===== config.mk =====
export PLATFORM = sky130hd
export DESIGN_NAME = windowed_positive_sample_stats_unit
export DESIGN_NICKNAME = d
export VERILOG_FILES = /design/src/design/wspss_pkg.sv /design/src/design/wspss_ram.sv /design/src/design/wspss_div.sv /design/src/design/wspss_acc.sv /design/src/design/windowed_positive_sample_stats_unit.sv
export SDC_FILE = /design/constraint.sdc
export NUM_CORES = 2
export LEC_CHECK = 0
export BUFFER_PORTS_ARGS = -buffer_cell sky130_fd_sc_hd__buf_2
export CAP_MARGIN = 20
export CORE_MARGIN = 2
export CORE_UTILIZATION = 55
export DETAILED_ROUTE_END_ITERATION = 8
export PLACE_DENSITY_LB_ADDON = 0.08
export SKIP_CTS_REPAIR_TIMING = 1
export SLEW_MARGIN = 40
export SYNTH_ARGS = -nofsm -noshare
export SYNTH_HDL_FRONTEND = slang
export SYNTH_SLANG_ARGS = --single-unit

===== constraint.sdc =====
create_clock -name clk -period 27.3 [get_ports clk]
set_clock_uncertainty 0.15 [all_clocks]
set_input_delay 6.825 -clock clk [delete_from_list [all_inputs] [get_ports clk]]
set_output_delay 6.825 -clock clk [all_outputs]
set_load 0.005 [all_outputs]

===== src/design/wspss_pkg.sv =====
`default_nettype none
package wspss_pkg;

  localparam int DATA_W    = 32;
  localparam int VAL_W     = 31;
  localparam int CNT_OUT_W = 7;
  localparam logic [CNT_OUT_W-1:0] CNT_OUT_MAX = 7'd127;

  typedef struct packed {
    logic [DATA_W-1:0]        frame_number;
    logic signed [DATA_W-1:0] sample_value;
  } in_t;

  typedef struct packed {
    logic signed [DATA_W-1:0] last_value;
    logic [CNT_OUT_W-1:0]     valid_count;
    logic [VAL_W-1:0]         mean_value;
    logic [VAL_W-1:0]         min_value;
    logic [VAL_W-1:0]         max_value;
  } out_t;

  typedef struct packed {
    logic clr;
    logic en;
  } acc_ctl_t;

  typedef struct packed {
    logic busy;
    logic done;
  } div_stat_t;

endpackage
`default_nettype wire


===== src/design/wspss_ram.sv =====
`default_nettype none
module wspss_ram #(
  parameter int WIDTH = 32,
  parameter int DEPTH = 64
) (
  input  logic                     clk,
  input  logic                     we,
  input  logic [$clog2(DEPTH)-1:0] addr,
  input  logic [WIDTH-1:0]         wdata,
  output logic [WIDTH-1:0]         rdata
);

  logic [WIDTH-1:0] mem [DEPTH];
  logic [WIDTH-1:0] rdata_r;

  always_ff @(posedge clk) begin
    if (we) begin
      mem[addr] <= wdata;
    end
    rdata_r <= mem[addr];
  end

  assign rdata = rdata_r;

endmodule
`default_nettype wire


===== src/design/wspss_div.sv =====
`default_nettype none
module wspss_div #(
  parameter int DVD_W = 38,
  parameter int DVS_W = 7
) (
  input  logic                     clk,
  input  logic                     rst_n,
  input  logic                     start,
  input  logic [DVD_W-1:0]         dividend,
  input  logic [DVS_W-1:0]         divisor,
  output wspss_pkg::div_stat_t     stat,
  output logic [DVD_W-1:0]         quotient,
  output logic [DVS_W-1:0]         remainder
);
  import wspss_pkg::*;

  localparam int STEP_W = $clog2(DVD_W + 1);

  logic [DVD_W-1:0]  rq_r;
  logic [DVS_W-1:0]  rem_r;
  logic [DVS_W-1:0]  dvs_r;
  logic [STEP_W-1:0] step_r;
  logic              busy_r;
  logic              done_r;
  logic [DVS_W:0]    trial;
  logic              ge;
  logic [DVS_W:0]    diff;

  assign trial = {rem_r, rq_r[DVD_W-1]};
  assign ge    = trial >= {1'b0, dvs_r};
  assign diff  = trial - {1'b0, dvs_r};

  always_ff @(posedge clk) begin
    if (!rst_n) begin
      busy_r <= 1'b0;
      done_r <= 1'b0;
      step_r <= '0;
    end else begin
      done_r <= 1'b0;
      if (start) begin
        rq_r   <= dividend;
        rem_r  <= '0;
        dvs_r  <= divisor;
        step_r <= STEP_W'(DVD_W);
        busy_r <= 1'b1;
      end else if (busy_r) begin
        rem_r  <= ge ? diff[DVS_W-1:0] : trial[DVS_W-1:0];
        rq_r   <= {rq_r[DVD_W-2:0], ge};
        step_r <= step_r - STEP_W'(1);
        if (step_r == STEP_W'(1)) begin
          busy_r <= 1'b0;
          done_r <= 1'b1;
        end
      end
    end
  end

  assign stat      = '{busy: busy_r, done: done_r};
  assign quotient  = rq_r;
  assign remainder = rem_r;

endmodule
`default_nettype wire


===== src/design/wspss_acc.sv =====
`default_nettype none
module wspss_acc #(
  parameter int CNT_W = 7,
  parameter int SUM_W = 38
) (
  input  logic                          clk,
  input  logic                          rst_n,
  input  wspss_pkg::acc_ctl_t           ctl,
  input  logic [wspss_pkg::DATA_W-1:0]  data,
  output logic [CNT_W-1:0]              count,
  output logic [SUM_W-1:0]              sum,
  output logic [wspss_pkg::VAL_W-1:0]   lo,
  output logic [wspss_pkg::VAL_W-1:0]   hi
);
  import wspss_pkg::*;

  logic [CNT_W-1:0] count_r;
  logic [SUM_W-1:0] sum_r;
  logic [VAL_W-1:0] lo_r;
  logic [VAL_W-1:0] hi_r;
  logic             pos;
  logic [VAL_W-1:0] val;

  assign pos = !data[DATA_W-1] && (data != '0);
  assign val = data[VAL_W-1:0];

  always_ff @(posedge clk) begin
    if (!rst_n || ctl.clr) begin
      count_r <= '0;
      sum_r   <= '0;
      lo_r    <= '1;
      hi_r    <= '0;
    end else if (ctl.en && pos) begin
      count_r <= count_r + CNT_W'(1);
      sum_r   <= sum_r + SUM_W'(val);
      if (val < lo_r) begin
        lo_r <= val;
      end
      if (val > hi_r) begin
        hi_r <= val;
      end
    end
  end

  assign count = count_r;
  assign sum   = sum_r;
  assign lo    = lo_r;
  assign hi    = hi_r;

endmodule
`default_nettype wire


===== src/design/windowed_positive_sample_stats_unit.sv =====
`default_nettype none
// Keeps a ring of HISTORY_DEPTH timing samples (signed Q16.16), cleared at reset, and for
// every request writes the sample into slot frame_number mod HISTORY_DEPTH, rescans the
// ring and returns the sample, the count of positive entries and their min, max and
// truncated mean (all zero when none is positive). After reset the ring is zeroed one slot
// a cycle with in_ready low. A request then reads the ring one entry a cycle through the
// single-port ring memory, then divides the sum by the count one quotient bit a cycle in
// the shared shift-subtract divider; the divide is skipped when no entry is positive. A
// depth that is not a power of two first uses the divider to reduce the frame number to a
// slot. in_ready is high only between requests; a finished result waits in the output
// register while the next request is taken.
module windowed_positive_sample_stats_unit #(
  parameter int HISTORY_DEPTH = 64
) (
  input  logic              clk,
  input  logic              rst_n,
  input  logic              in_valid,
  output logic              in_ready,
  input  wspss_pkg::in_t    in_data,
  output logic              out_valid,
  input  logic              out_ready,
  output wspss_pkg::out_t   out_data
);
  import wspss_pkg::*;

  localparam int AW      = $clog2(HISTORY_DEPTH);
  localparam int CNT_W   = $clog2(HISTORY_DEPTH + 1);
  localparam int SUM_W   = VAL_W + CNT_W;
  localparam int CW      = (CNT_W > CNT_OUT_W) ? CNT_W : CNT_OUT_W;
  localparam bit IS_POW2 = (HISTORY_DEPTH & (HISTORY_DEPTH - 1)) == 0;
  localparam logic [AW-1:0] LAST_SLOT = AW'(HISTORY_DEPTH - 1);

  localparam logic [3:0] S_CLEAR = 4'd0;
  localparam logic [3:0] S_IDLE  = 4'd1;
  localparam logic [3:0] S_MOD   = 4'd2;
  localparam logic [3:0] S_WRITE = 4'd3;
  localparam logic [3:0] S_SCAN  = 4'd4;
  localparam logic [3:0] S_DRAIN = 4'd5;
  localparam logic [3:0] S_DIVST = 4'd6;
  localparam logic [3:0] S_DIV   = 4'd7;
  localparam logic [3:0] S_OUT   = 4'd8;

  logic [3:0]        state_r, state_nxt;
  logic [AW-1:0]     ptr_r, ptr_nxt;
  logic [AW-1:0]     slot_r, slot_nxt;
  logic [DATA_W-1:0] last_r, last_nxt;
  logic              rd_vld_r, rd_vld_nxt;
  logic [VAL_W-1:0]  mean_r, mean_nxt;
  out_t              out_r, out_nxt;
  logic              out_valid_r, out_valid_nxt;

  logic              ram_we;
  logic [AW-1:0]     ram_addr;
  logic [DATA_W-1:0] ram_wdata;
  logic [DATA_W-1:0] ram_rdata;

  logic              div_start;
  logic [SUM_W-1:0]  div_dvd;
  logic [CNT_W-1:0]  div_dvs;
  div_stat_t         div_stat;
  logic [SUM_W-1:0]  div_quo;
  logic [CNT_W-1:0]  div_rem;

  acc_ctl_t          acc_ctl;
  logic [CNT_W-1:0]  acc_cnt;
  logic [SUM_W-1:0]  acc_sum;
  logic [VAL_W-1:0]  acc_lo;
  logic [VAL_W-1:0]  acc_hi;
  logic [CW-1:0]     cnt_ext;
  logic              none_pos;

  wspss_ram #(.WIDTH(DATA_W), .DEPTH(HISTORY_DEPTH)) u_ring (
    .clk   (clk),
    .we    (ram_we),
    .addr  (ram_addr),
    .wdata (ram_wdata),
    .rdata (ram_rdata)
  );

  wspss_div #(.DVD_W(SUM_W), .DVS_W(CNT_W)) u_div (
    .clk       (clk),
    .rst_n     (rst_n),
    .start     (div_start),
    .dividend  (div_dvd),
    .divisor   (div_dvs),
    .stat      (div_stat),
    .quotient  (div_quo),
    .remainder (div_rem)
  );

  wspss_acc #(.CNT_W(CNT_W), .SUM_W(SUM_W)) u_acc (
    .clk   (clk),
    .rst_n (rst_n),
    .ctl   (acc_ctl),
    .data  (ram_rdata),
    .count (acc_cnt),
    .sum   (acc_sum),
    .lo    (acc_lo),
    .hi    (acc_hi)
  );

  assign cnt_ext  = CW'(acc_cnt);
  assign none_pos = (acc_cnt == '0);

  always_comb begin
    state_nxt     = state_r;
    ptr_nxt       = ptr_r;
    slot_nxt      = slot_r;
    last_nxt      = last_r;
    rd_vld_nxt    = 1'b0;
    mean_nxt      = mean_r;
    out_nxt       = out_r;
    out_valid_nxt = out_valid_r;
    ram_we        = 1'b0;
    ram_addr      = ptr_r;
    ram_wdata     = '0;
    div_start     = 1'b0;
    div_dvd       = acc_sum;
    div_dvs       = acc_cnt;
    acc_ctl       = '{clr: 1'b0, en: rd_vld_r};
    in_ready      = 1'b0;

    if (out_valid_r && out_ready) begin
      out_valid_nxt = 1'b0;
    end

    unique case (state_r)
      S_CLEAR: begin
        ram_we = 1'b1;
        if (ptr_r == LAST_SLOT) begin
          ptr_nxt   = '0;
          state_nxt = S_IDLE;
        end else begin
          ptr_nxt = ptr_r + AW'(1);
        end
      end
      S_IDLE: begin
        in_ready = 1'b1;
        if (in_valid) begin
          last_nxt = in_data.sample_value;
          if (IS_POW2) begin
            slot_nxt  = in_data.frame_number[AW-1:0];
            state_nxt = S_WRITE;
          end else begin
            div_start = 1'b1;
            div_dvd   = SUM_W'(in_data.frame_number);
            div_dvs   = CNT_W'(HISTORY_DEPTH);
            state_nxt = S_MOD;
          end
        end
      end
      S_MOD: begin
        if (div_stat.done) begin
          slot_nxt  = div_rem[AW-1:0];
          state_nxt = S_WRITE;
        end
      end
      S_WRITE: begin
        ram_we      = 1'b1;
        ram_addr    = slot_r;
        ram_wdata   = last_r;
        acc_ctl.clr = 1'b1;
        ptr_nxt     = '0;
        state_nxt   = S_SCAN;
      end
      S_SCAN: begin
        rd_vld_nxt = 1'b1;
        if (ptr_r == LAST_SLOT) begin
          ptr_nxt   = '0;
          state_nxt = S_DRAIN;
        end else begin
          ptr_nxt = ptr_r + AW'(1);
        end
      end
      S_DRAIN: begin
        state_nxt = S_DIVST;
      end
      S_DIVST: begin
        if (none_pos) begin
          mean_nxt  = '0;
          state_nxt = S_OUT;
        end else begin
          div_start = 1'b1;
          state_nxt = S_DIV;
        end
      end
      S_DIV: begin
        if (div_stat.done) begin
          mean_nxt  = div_quo[VAL_W-1:0];
          state_nxt = S_OUT;
        end
      end
      S_OUT: begin
        if (!out_valid_r || out_ready) begin
          out_nxt.last_value  = last_r;
          out_nxt.valid_count = (cnt_ext > CW'(CNT_OUT_MAX)) ? CNT_OUT_MAX
                                                             : cnt_ext[CNT_OUT_W-1:0];
          out_nxt.mean_value  = mean_r;
          out_nxt.min_value   = none_pos ? '0 : acc_lo;
          out_nxt.max_value   = none_pos ? '0 : acc_hi;
          out_valid_nxt       = 1'b1;
          state_nxt           = S_IDLE;
        end
      end
      default: begin
        state_nxt = S_CLEAR;
      end
    endcase
  end

  always_ff @(posedge clk) begin
    if (!rst_n) begin
      state_r     <= S_CLEAR;
      ptr_r       <= '0;
      rd_vld_r    <= 1'b0;
      out_valid_r <= 1'b0;
    end else begin
      state_r     <= state_nxt;
      ptr_r       <= ptr_nxt;
      rd_vld_r    <= rd_vld_nxt;
      out_valid_r <= out_valid_nxt;
    end
  end

  always_ff @(posedge clk) begin
    slot_r <= slot_nxt;
    last_r <= last_nxt;
    mean_r <= mean_nxt;
    out_r  <= out_nxt;
  end

  assign out_valid = out_valid_r;
  assign out_data  = out_r;

  a_reset_clears: assert property (@(posedge clk) !rst_n |=> !in_ready)
    else $error("ready high right after reset");

  a_one_at_a_time: assert property (@(posedge clk) disable iff (!rst_n)
    (in_valid && in_ready) |=> !in_ready)
    else $error("request taken while one is in progress");

  a_div_idle_start: assert property (@(posedge clk) disable iff (!rst_n)
    div_start |-> !div_stat.busy)
    else $error("divider restarted while busy");

  a_count_bound: assert property (@(posedge clk) disable iff (!rst_n)
    acc_cnt <= CNT_W'(HISTORY_DEPTH))
    else $error("positive count beyond ring depth");

  a_mean_between: assert property (@(posedge clk) disable iff (!rst_n)
    (out_valid && out_data.valid_count != '0) |->
      (out_data.min_value <= out_data.mean_value &&
       out_data.mean_value <= out_data.max_value))
    else $error("mean outside min and max");

endmodule
`default_nettype wire

==> results by group <==
Timing
  – Slew HR: 35.85%
  – Final Max Slew Viols: 0
  – Worst Max-Slew Pin Slew: 952.2 ps
  – Fmax: 0.1101 GHz
  – Fin. Hold Viols: 0
  – RSZ-0062 raised after global routing: no
  – Final setup fails: 0
  – Tmin final: 9086 ps
  – Tcrit/Tclk final: 33.28%
  – Setup TNS: 0 ps
  – Final WS setup: 18210 ps

Clocking
  – Worst-case clock buffer depth: 3
  – Clk root buf: clkbuf_16
  – Total CTS buffers: 238
  – CTS tree: done
  – Clock sinks: 2460
  – Worst-path clk slew: 60 ps
  – Htree depth: 4
  – Clock latency on the worst-skew pair: 920 ps

Route
  – Via-to-Cell Ratio: 6.487
  – DR pass1 iterations: 8
  – Number of DRC markers in iteration 0: 8433
  – Routed WL: 290400 um
  – # DRC: 0
  – Mean routed wirelength per cell: 32.35 um
  – Antenna Nets Post-Route: 0
  – Routed vias: 58240

Synth
  – Syn nets: 6433
  – Yosys top cell area share: 73.54%
  – Synthesized netlist cell count: 6259
  – Yosys cell types: 65
  – Netlist Area Pre-Place: 93950 um2
  – Synthesized flop and latch total: 2460
  – Top cells by count, synth: edfxtp_1, nand2_1, a22oi_1, a21oi_1, nor2_1
  – Yosys warning count: 0
  – Dominant synthesized flop cell: edfxtp_1
  – Cell taking the most area after synthesis: edfxtp_1
  – Most numerous cell in the Yosys netlist: edfxtp_1
  – Post-synth EDFFs: 2301
  – Area contributors post-synth: edfxtp_1, nand2_1, a22oi_1
  – Mean Syn Cell Area: 15.01 um2
  – Sequential share of the synthesized area: 76.93%
  – Post-synth ARST share: 0%

Place
  – Final HPWL DP: 166400 um
  – Cell count after placement: 8515
  – Pre-CTS WS: 18280 ps
  – Routability Congestion: 0.8858
  – Port Buffers: 175

Global route
  – Total GRT Usage: 33.20%
  – Largest net degree at the start of global routing: 96
  – Busiest grt layer: met2
  – Met1 Use GR: 45.66%
  – GR Util met3: 7.051%
  – Met2 Use GR: 51.64%
  – Vias in the first global route: 54780
  – Initial antenna violation count: 31
  – Total grt overflow: 0
  – First-pass GRT wire length: 408100 um

Die
  – Die footprint: 174100 um2
  – Width of the die: 417.3 um
  – IO Pins: 202
  – Site row count: 151
  – Initial core utilization: 55.44%
  – Die Y: 417.3 um
  – Core Area: 169500 um2

Final layout
  – Finished Core Util: 63.31%
  – Layout area overhead: 14.20%
  – Layout cell share with drive strength beyond 1: 13.75%
  – Final std cells w/o fill: 8977
  – Fin nets: 6720

Power and ir drop
  – Max VDD drop: 0.07361 mV
  – Total power: 7.977 mW
  – P per Cell Area: 74.34 nW/um2
  – Leakage power: 34.22 nW

Setup path
  – Worst Reg-to-Reg Cells: 13
  – CP Data Required Time: 20330 ps
  – Crit start category: flop
  – CP peak stage delay: 540 ps
  – CP arrival: 2110 ps
  – Setup crit end kind: primary output
  – CP cell instances: nor2b_1 > nand2_1 > inv_1 > buf_2
  – Crit-path max FO: 12
  – Slowest CP cell: dfxtp_1
  – Critical path type: reg -> out

Run
  – Max cap viols: 0

Min path
  – WHS Path Cells: 0
  – Hold Crit Class: reg -> reg

Outcome
  – Status: finished, final reports clean
[sequential cells by signal (all words and copies together), names as in the netlist, 31 cells and up]
register / cells
mean_r: 31
u_acc.hi: 31
out_data: 132
u_ring.rdata: 32
u_ring.mem: 2048
u_div.quotient: 38
u_acc.lo: 31
last_r: 32
u_acc.sum: 38
[per-stage QoR]
| step | hold slack (ps) | instance area (um2) |
|---|---|---|
| final | 267.3 | 107300 |
| after global routing | 280.6 | 107300 |
| after CTS | 268.7 | 107100 |
| after detailed placement | 254.5 | 99030 |
| after global placement | 253.3 | 98580 |
| after floorplan | 250.3 | 93950 |
[power breakdown]
group	switching (mW)	leakage [nW]	internal, mW
Sequential	0.0363	18.3	4.09
Combinational	0.338	12.0	0.158
Clock	1.45	3.88	1.90
[layout make-up]
class                      count  area (um2)
multi-input combinational   3352       20890
antenna                        4       10.01
tap                         2218        2775
inverter                      91       341.6
sequential                  2460       72280
clock buffer                 295        6270
fill                       12230       62180
clock inverter               154        1765
timing repair buffer         403        2960
[routing by layer]
metal,wire length [um],vias up
li1,-,24690
met1,110400,29530
met2,134000,3444
met3,31910,558
met4,13910,20
met5,138,-
[cells by family (layout without fill, tap and decap cells)]
logic type | count (synthesis) | in the layout | synth area share [%]
flops | 2460 | 2460 | 76.93
simple gates | 1574 | 1574 | 7.130
compound gates | 1432 | 1432 | 10.03
buf+inv | 447 | 943 | 1.955
mux | 196 | 196 | 2.115
fa+ha+maj | 106 | 106 | 1.428
xor+xnor | 44 | 44 | 0.4102
other cells | 0 | 4 | 0
[cells in the final DEF (no fill, tap or decap), drive strengths merged, types with 14 or more instances in the layout]
master	count
edfxtp	2301
nand2	933
a22oi	453
a21oi	435
buf	403
nor2	313
clkbuf	295
mux2i	188
dfxtp	159
a31oi	135
a221oi	134
clkinv	115
ha	104
inv	96
o21ai	95
and2	71
o22ai	59
nand4	54
nor4	54
nand3	42
a21o	41
bufinv	28
xnor2	23
xor2	21
nor2b	20
nor3	19
and3	17
nand2b	14
[worst max-delay path: cells and delay by family (launching register included)]
family	cells	cell delay, ps
and+or+nand+nor	2	460
DFF	1	540
buffers and inverters	2	250
[final timing paths]
| kind | end | slack, ps | from |
|---|---|---|---|
| hold / removal | out_data[79] | 270 | mean_r[17] |
| setup / recovery | in_ready | 18210 | state_r[0] |
| hold reg to reg | out_data[79] | 270 | mean_r[17] |
| setup reg to reg | u_ring.rdata[6] | 20530 | state_r[0] |
Note: power is estimated with default switching activity, not from simulation.
